$ cat config.mk
export PLATFORM = sky130hd
export DESIGN_NAME = half_float_to_srgb8_pixel_top_flat
export DESIGN_NICKNAME = d
export VERILOG_FILES = /design/src/rtl/core/hfs_pkg.sv /design/src/rtl/core/hfs_pix_in_if.sv /design/src/rtl/core/hfs_pix_out_if.sv /design/src/rtl/core/hfs_linearize.sv /design/src/rtl/core/hfs_encode.sv /design/src/rtl/core/half_float_to_srgb8_pixel_top.sv /design/src/flat_wrapper.sv
export SDC_FILE = /design/constraint.sdc
export NUM_CORES = 2
export LEC_CHECK = 0
export BUFFER_PORTS_ARGS = -buffer_cell sky130_fd_sc_hd__buf_2
export CAP_MARGIN = 20
export CORE_AREA = 2 2 414 293
export CTS_CLUSTER_SIZE = 25
export DETAILED_ROUTE_END_ITERATION = 10
export DIE_AREA = 0 0 416 295
export GPL_TIMING_DRIVEN = 0
export HOLD_SLACK_MARGIN = 0.1
export REMOVE_ABC_BUFFERS = 1
export SYNTH_ARGS = -nofsm -noshare
export SYNTH_HDL_FRONTEND = slang
export SYNTH_HIERARCHICAL = 1
export SYNTH_SLANG_ARGS = --single-unit
$ cat constraint.sdc
create_clock -name i_clk -period 20.4 [get_ports i_clk]
set_clock_uncertainty 0.15 [all_clocks]
set_input_delay 5.1 -clock i_clk [delete_from_list [all_inputs] [get_ports i_clk]]
set_output_delay 5.1 -clock i_clk [all_outputs]
set_load 0.01 [all_outputs]
$ cat src/rtl/core/hfs_pkg.sv
// hfs_pkg: shared constants, types and the sRGB threshold table
// used by the half-float to sRGB8 pixel converter modules; no dependencies
package hfs_pkg;

    localparam int FRAC_BITS  = 16;
    localparam int LIN_W      = FRAC_BITS + 1;
    localparam int WORD_W     = 16;
    localparam int BYTE_W     = 8;
    localparam int HEAD_W     = 16;
    localparam int CFG_W      = 16;
    localparam int ROM_DEPTH  = 255;
    localparam int BIG_W      = 320;
    localparam int POWER_DEN  = 10761;
    localparam int LINEAR_DEN = 65892;

    localparam logic [4:0]        EXP_MAX   = 5'h1f;
    localparam logic [HEAD_W-1:0] HEAD_ONE  = 16'd256;
    localparam logic [LIN_W-1:0]  LIN_ONE   = LIN_W'(1) << FRAC_BITS;

    // register indexes
    typedef enum logic {
        CFG_HDR_MODE = 1'b0,
        CFG_HEADROOM = 1'b1
    } t_cfg_idx;

    typedef logic [LIN_W-1:0] t_rom [ROM_DEPTH];

    // thresholds: ceil(2^F * inverse_srgb((k-0.5)/255)), exact integer math
    function automatic t_rom build_rom();
        t_rom              rom;
        logic [BIG_W-1:0]  den12;
        logic [BIG_W-1:0]  target;
        logic [BIG_W-1:0]  trial;
        logic [31:0]       lo;
        logic [31:0]       hi;
        logic [31:0]       mid;
        logic [63:0]       num;
        den12 = BIG_W'(1);
        for (int i = 0; i < 12; i++) den12 = den12 * BIG_W'(POWER_DEN);
        for (int k = 1; k <= ROM_DEPTH; k++) begin
            if (k <= 10) begin
                num = 64'(10 * (2 * k - 1)) << FRAC_BITS;
                rom[k-1] = LIN_W'((num + 64'(LINEAR_DEN - 1)) / 64'(LINEAR_DEN));
            end else begin
                target = BIG_W'(1);
                for (int i = 0; i < 12; i++) target = target * BIG_W'(40 * k + 541);
                target = target << (5 * FRAC_BITS);
                lo = 32'd0;
                hi = 32'd1 << FRAC_BITS;
                for (int it = 0; it < LIN_W + 2; it++) begin
                    if (hi - lo > 32'd1) begin
                        mid = lo + (hi - lo) / 32'd2;
                        trial = den12;
                        for (int i = 0; i < 5; i++) trial = trial * BIG_W'(mid);
                        if (trial >= target) hi = mid;
                        else lo = mid;
                    end
                end
                rom[k-1] = LIN_W'(hi);
            end
        end
        return rom;
    endfunction

    localparam t_rom SRGB_ROM = build_rom();

endpackage

$ cat src/rtl/core/hfs_pix_in_if.sv
// hfs_pix_in_if: input pixel channel, valid/ready with three channel words
// depends on hfs_pkg
interface hfs_pix_in_if import hfs_pkg::*; ();
    logic              valid;
    logic              ready;
    logic [WORD_W-1:0] red_in;
    logic [WORD_W-1:0] green_in;
    logic [WORD_W-1:0] blue_in;

    modport source (output valid, red_in, green_in, blue_in, input ready);
    modport sink   (input valid, red_in, green_in, blue_in, output ready);
endinterface

$ cat src/rtl/core/hfs_pix_out_if.sv
// hfs_pix_out_if: output pixel channel, valid/ready with three sRGB bytes
// depends on hfs_pkg
interface hfs_pix_out_if import hfs_pkg::*; ();
    logic              valid;
    logic              ready;
    logic [BYTE_W-1:0] red_out;
    logic [BYTE_W-1:0] green_out;
    logic [BYTE_W-1:0] blue_out;

    modport source (output valid, red_out, green_out, blue_out, input ready);
    modport sink   (input valid, red_out, green_out, blue_out, output ready);
endinterface

$ cat src/rtl/core/hfs_linearize.sv
// hfs_linearize: one IEEE half times the 8.8 headroom to saturated linear fixed point
// depends on hfs_pkg
module hfs_linearize import hfs_pkg::*; (
    input  logic [WORD_W-1:0] i_word,
    input  logic [HEAD_W-1:0] i_scale,
    output logic [LIN_W-1:0]  o_lin
);
    localparam int PROD_W = 11 + HEAD_W;
    localparam int WIDE_W = PROD_W + 29;
    localparam int RSH    = 32 - FRAC_BITS;

    logic              sign;
    logic [4:0]        expo;
    logic [9:0]        frac;
    logic [10:0]       mant;
    logic [4:0]        lsh;
    logic [PROD_W-1:0] prod;
    logic [WIDE_W-1:0] wide;
    logic [WIDE_W-1:0] lin_full;

    assign sign = i_word[15];
    assign expo = i_word[14:10];
    assign frac = i_word[9:0];

    // subnormals take exponent one without hidden bit
    assign mant = (expo == 5'd0) ? {1'b0, frac} : {1'b1, frac};
    assign lsh  = (expo == 5'd0) ? 5'd0 : expo - 5'd1;
    assign prod = PROD_W'(mant) * PROD_W'(i_scale);
    assign wide = WIDE_W'(prod) << lsh;
    assign lin_full = wide >> RSH;

    // special cases and saturation
    always_comb begin
        if (sign) begin
            o_lin = '0;
        end else if (expo == EXP_MAX) begin
            o_lin = (frac != 10'd0) ? '0 : LIN_ONE;
        end else if (lin_full > WIDE_W'(LIN_ONE)) begin
            o_lin = LIN_ONE;
        end else begin
            o_lin = lin_full[LIN_W-1:0];
        end
    end
endmodule

$ cat src/rtl/core/hfs_encode.sv
// hfs_encode: counts thresholds at or below the linear value by binary search
// depends on hfs_pkg (threshold table)
module hfs_encode import hfs_pkg::*; (
    input  logic [LIN_W-1:0]  i_lin,
    output logic [BYTE_W-1:0] o_byte
);
    logic [BYTE_W-1:0] idx;
    logic [BYTE_W-1:0] cand;

    // thresholds rise with k, so one bit per step settles the count
    always_comb begin
        idx  = '0;
        cand = '0;
        for (int b = BYTE_W - 1; b >= 0; b--) begin
            cand = idx | (BYTE_W'(1) << b);
            if (SRGB_ROM[cand - BYTE_W'(1)] <= i_lin) idx = cand;
        end
        o_byte = idx;
    end
endmodule

$ cat src/rtl/core/half_float_to_srgb8_pixel_top.sv
// half_float_to_srgb8_pixel_top: pixel converter, half floats or bytes to sRGB bytes
// two register stages, linearize then table search
// throughput: one request per cycle while the output side is not stalled
// reset clears pipeline valid bits, hdr_mode to 0 and headroom to 1.0 (256)
// depends on hfs_pkg, hfs_pix_in_if, hfs_pix_out_if, hfs_linearize, hfs_encode
module half_float_to_srgb8_pixel_top import hfs_pkg::*; (
    input  logic              i_clk,
    input  logic              i_rst_n,
    input  logic              i_cfg_we,
    input  logic              i_cfg_idx,
    input  logic [CFG_W-1:0]  i_cfg_data,
    hfs_pix_in_if.sink        i_pix,
    hfs_pix_out_if.source     o_pix
);
    logic               r_hdr_mode;
    logic [HEAD_W-1:0]  r_headroom;
    logic [HEAD_W-1:0]  scale;

    logic               r_v1;
    logic               r_hdr1;
    logic [LIN_W-1:0]   r_lin  [3];
    logic [BYTE_W-1:0]  r_raw  [3];
    logic [LIN_W-1:0]   n_lin  [3];
    logic [BYTE_W-1:0]  enc    [3];
    logic [WORD_W-1:0]  word   [3];

    logic               r_v2;
    logic [BYTE_W-1:0]  r_out  [3];

    logic               en1;
    logic               en2;

    // configuration writes
    always_ff @(posedge i_clk) begin
        if (!i_rst_n) begin
            r_hdr_mode <= 1'b0;
            r_headroom <= HEAD_ONE;
        end else if (i_cfg_we) begin
            unique case (t_cfg_idx'(i_cfg_idx))
                CFG_HDR_MODE: r_hdr_mode <= i_cfg_data[0];
                CFG_HEADROOM: r_headroom <= i_cfg_data[HEAD_W-1:0];
                default: ;
            endcase
        end
    end

    assign scale = (r_headroom < HEAD_ONE) ? HEAD_ONE : r_headroom;

    // stall control, a stage advances when it is empty or the next one advances
    assign en2         = !r_v2 || o_pix.ready;
    assign en1         = !r_v1 || en2;
    assign i_pix.ready = en1;

    assign word[0] = i_pix.red_in;
    assign word[1] = i_pix.green_in;
    assign word[2] = i_pix.blue_in;

    // per channel datapath
    for (genvar c = 0; c < 3; c++) begin : g_ch
        hfs_linearize u_lin (
            .i_word  (word[c]),
            .i_scale (scale),
            .o_lin   (n_lin[c])
        );
        hfs_encode u_enc (
            .i_lin  (r_lin[c]),
            .o_byte (enc[c])
        );
    end

    // stage valid bits
    always_ff @(posedge i_clk) begin
        if (!i_rst_n) begin
            r_v1 <= 1'b0;
            r_v2 <= 1'b0;
        end else begin
            if (en1) r_v1 <= i_pix.valid;
            if (en2) r_v2 <= r_v1;
        end
    end

    // stage payloads
    always_ff @(posedge i_clk) begin
        if (en1) begin
            r_hdr1 <= r_hdr_mode;
            for (int c = 0; c < 3; c++) begin
                r_lin[c] <= n_lin[c];
                r_raw[c] <= word[c][BYTE_W-1:0];
            end
        end
        if (en2) begin
            for (int c = 0; c < 3; c++) begin
                r_out[c] <= r_hdr1 ? enc[c] : r_raw[c];
            end
        end
    end

    assign o_pix.valid     = r_v2;
    assign o_pix.red_out   = r_out[0];
    assign o_pix.green_out = r_out[1];
    assign o_pix.blue_out  = r_out[2];
endmodule

$ cat src/flat_wrapper.sv
// flat-port wrapper written by rule: the top's interface ports become plain ports
module half_float_to_srgb8_pixel_top_flat import hfs_pkg::*;
  (i_clk, i_rst_n, i_cfg_we, i_cfg_idx, i_cfg_data, i_pix_valid, i_pix_red_in, i_pix_green_in, i_pix_blue_in, i_pix_ready, o_pix_valid, o_pix_red_out, o_pix_green_out, o_pix_blue_out, o_pix_ready);
  hfs_pix_in_if i_pix_i ();
  hfs_pix_out_if o_pix_i ();
  input  logic i_clk;
  input  logic i_rst_n;
  input  logic i_cfg_we;
  input  logic i_cfg_idx;
  input  logic [CFG_W-1:0] i_cfg_data;
  input wire logic [$bits(i_pix_i.valid)-1:0] i_pix_valid;
  input wire logic [$bits(i_pix_i.red_in)-1:0] i_pix_red_in;
  input wire logic [$bits(i_pix_i.green_in)-1:0] i_pix_green_in;
  input wire logic [$bits(i_pix_i.blue_in)-1:0] i_pix_blue_in;
  output wire logic [$bits(i_pix_i.ready)-1:0] i_pix_ready;
  output wire logic [$bits(o_pix_i.valid)-1:0] o_pix_valid;
  output wire logic [$bits(o_pix_i.red_out)-1:0] o_pix_red_out;
  output wire logic [$bits(o_pix_i.green_out)-1:0] o_pix_green_out;
  output wire logic [$bits(o_pix_i.blue_out)-1:0] o_pix_blue_out;
  input wire logic [$bits(o_pix_i.ready)-1:0] o_pix_ready;
  assign i_pix_i.valid = i_pix_valid;
  assign i_pix_i.red_in = i_pix_red_in;
  assign i_pix_i.green_in = i_pix_green_in;
  assign i_pix_i.blue_in = i_pix_blue_in;
  assign i_pix_ready = i_pix_i.ready;
  assign o_pix_valid = o_pix_i.valid;
  assign o_pix_red_out = o_pix_i.red_out;
  assign o_pix_green_out = o_pix_i.green_out;
  assign o_pix_blue_out = o_pix_i.blue_out;
  assign o_pix_i.ready = o_pix_ready;
  half_float_to_srgb8_pixel_top u_core (.i_clk(i_clk), .i_rst_n(i_rst_n), .i_cfg_we(i_cfg_we), .i_cfg_idx(i_cfg_idx), .i_cfg_data(i_cfg_data), .i_pix(i_pix_i), .o_pix(o_pix_i));
endmodule
==> results by group <==
Detailed routing
  • Post-DR wirelength/cell: 25.4 um
  • Routed wire length: 216 mm
  • Drt first pass iters: 9
  • Drt first-iter violations: between 9k and 10k
  • Vias post-DR: 57.9k
  • Routed Antenna Nets: 0
  • Vias per inst: 6.79
  • DRC: 0

Cells and area
  • Area Overhead vs Synth: 6.62%
  • Share of layout cells above drive strength 1: 0.0972
  • Design area: 0.0566 sq mm
  • Final core occ: 0.477
  • Fin nets: 7984
  • Fillers: approximately 12k

Place
  • Placed cell areas: 0.0542 sq mm
  • Dpl hpwl: 154 mm
  • GP Congestion: 0.979
  • PortBufs: 95

Global route
  • Total track usage: 0.337
  • Gr ovfl total: 0
  • Initial antenna violation count: 17
  • Pin count of the biggest net entering global routing: 111
  • Vias in the first global route: 53.0k
  • First-pass GRT wire length: 328 mm

Synth
  • Most instantiated library cell after synthesis: nand2_1
  • Post-Syn Area: 0.0531 sq mm
  • Synth Register Bits: 119
  • Yosys cell types: 136
  • Largest cells by area after synthesis: fa_1 (14%), ha_1 (14%), nand2_1 (6.5%)
  • Synth cell count leaders: nand2_1 (917), ha_1 (594), a21oi_1 (542)
  • Cell taking the most area after synthesis: fa_1
  • Post-Syn Instances: 7255
  • Synth Flop Type: edfxtp_1
  • Sequential area share after synthesis: 0.0637
  • YS warnings: 6
  • Post-synthesis async set-or-reset flop share: 0
  • Mean post-synth cell area: 7.32 sq um
  • Share of the synthesized area in the top cell type: 0.141
  • EDFF count, synth: 100

Critical path
  • Worst reg2reg endpoint: u_core/r_out[0][16]
  • Critical-path top delay cell: nor2_1
  • FF-to-FF Start: u_core/r_lin[0][35]
  • Depth of the most critical reg-to-reg path: 84
  • Nature of the critical path endpoint: register
  • Crit Path Category: reg -> reg
  • Worst R2R Setup Slack: 230 ps
  • Required time of the critical path: 20600 ps
  • Worst Path Arrival: ~20000 ps
  • Most frequent CP cell: ha_1
  • Largest stage delay, worst path: 740 ps
  • CP max FO: 59
  • CP startpoint kind: register

Run status
  • Status: complete, no violations

Die
  • Core area: between 0.1 and 0.15 sq mm
  • Die Span X: 416 um
  • Initial core utilization: 0.447
  • Num rows: ~110
  • DIE AREA: 0.123 sq mm
  • I/O pins: 96
  • Die Ht: 295 um

Clock network
  • Clock sinks: 119
  • CTS Buf Count: 17
  • Root buf cell: clkbuf_16
  • Clock transition at path regs: ~60 ps
  • Clk buf depth: 2
  • TritonCTS clock tree: built
  • H-tree levels: 4
  • Clk Latency, worst-skew pair: 490 ps

STA
  • Slew margin rel.: 0.254
  • Peak Freq: 49.6 MHz
  • Final hold viol count: 0
  • Final worst-path cycle share: 0.989
  • Count of final setup violators: 0
  • Slew at the pin with the worst max-slew slack: 1120 ps
  • Final min period: 20170 ps
  • Slew Limit Fails: 0

Worst hold path
  • WHS Path Cells: 0
  • Min-Delay Path Class: reg -> reg
  • Hold path start: u_core/r_hdr_mode
  • Hold EP: u_core/r_hdr1

Pwr
  • P_leak: 0.0228 uW
  • Total power draw: 8820 uW
  • P per Cell Area: approximately 160 mW/mm^2
  • VDD IR max: 0.000240 V

Flow run
  • Max_cap viols: 0
## cell type report
class	instances	area, sq um	share of cell area
well taps	1566	1960	0.0346
flip-flops and latches	119	3390	0.0599
inverters	552	2300	0.0407
repair inverters	1	11.3	0.000199
diodes	6	15.0	0.000265
multi-input cells	6023	46000	0.813
clock inverters	14	148	0.00261
repair buffers	231	2350	0.0416
clock buffers	18	429	0.00758
## critical path, delay by kind of cell, from the launching register on
kind                     cells  cell delay, ps
AO/OA/AOI/OAI               28            5830
flip-flops                   1             500
adder cells (fa/ha/maj)     11            3580
multiplexers                 1             240
buffers and inverters       12            2370
AND/OR/NAND/NOR             32            7100
## layout by cell type (no fill, tap or decap), drive strengths merged, types with 77 or more instances in the layout
cell type	count
nand2	937
ha	594
a21oi	549
inv	539
nor2	528
o21ai	479
fa	375
and2	295
buf	221
nand3	196
nor3	190
a211oi	168
o211ai	118
edfxtp	100
a21o	100
a31oi	100
nand4	90
o22ai	77
## flip-flops by register name, summed over array words and instances (netlist names)
register / count
u_core/o_pix.valid: 1
u_core/r_headroom: 16
u_core/r_hdr_mode: 1
u_core/r_lin: 51
u_core/r_out: 24
u_core/r_hdr1: 1
u_core/r_raw: 24
u_core/r_v1: 1
## metal layers
layer  global-route usage  up-vias  wire (um)
met5                    0        -         40
met4               0.0746        6       5080
met3               0.0917      433      28800
met2                0.455     3819      83400
met1                0.520    27900      99200
li1                     -    25700          -
## what timing repair did
item | 4_1_cts | 5_1_grt
gates cloned | 11 | 11
buffers inserted | 30 | 39
pin swaps | 15 | 22
resized for setup | 135 | 106
setup endpoints to repair | 6 | 3
hold buffers | 0 | 0
## power breakdown
part | leakage (uW) | switching (uW) | internal, uW | total (uW)
sequential | 0.00129 | 18.2 | 283 | 302
combinational | 0.0213 | 5460 | 2740 | 8210
clock | 0.000270 | 132 | 180 | 311
## how the worst max path moves through the flow
stage / from / endpoint / slack (ps) / cells past startpoint
after global placement: u_core/r_lin[0][17] / u_core/r_out[0][8] / -28540 / 81
after detailed placement: u_core/r_lin[0][16] / u_core/r_out[0][0] / -6520 / 86
final: u_core/r_lin[0][35] / u_core/r_out[0][16] / 230 / 84
after global routing: u_core/r_lin[0][35] / u_core/r_out[0][16] / -100 / 90
after floorplan: u_core/r_lin[0][17] / u_core/r_out[0][8] / -9310 / 84
after CTS: u_core/r_lin[0][42] / u_core/r_out[0][16] / 6 / 92
## cell families after synthesis
family	share of synthesized area
and+or+nand+nor	0.241
AOI/OAI and AO/OA	0.290
buffers and inverters	0.0889
adders and majority gates	0.281
muxes	0.0250
DFF	0.0637
xor gates and xnor gates	0.00966
## per-stage QoR
| stage | setup TNS [ps] | hold slack [ps] | instances | setup WS, ps |
|---|---|---|---|---|
| global placement | -237150 | 273 | 8341 | -28540 |
| detailed placement | -21790 | 275 | 8394 | -6520 |
| global route | -173 | 314 | 8530 | -98.1 |
| finish | 0 | 296 | 8530 | 227 |
| floorplan | -48070 | 258 | 6680 | -9310 |
| CTS | 0 | 299 | 8467 | 5.61 |
Note: power is estimated with default switching activity, not from simulation.
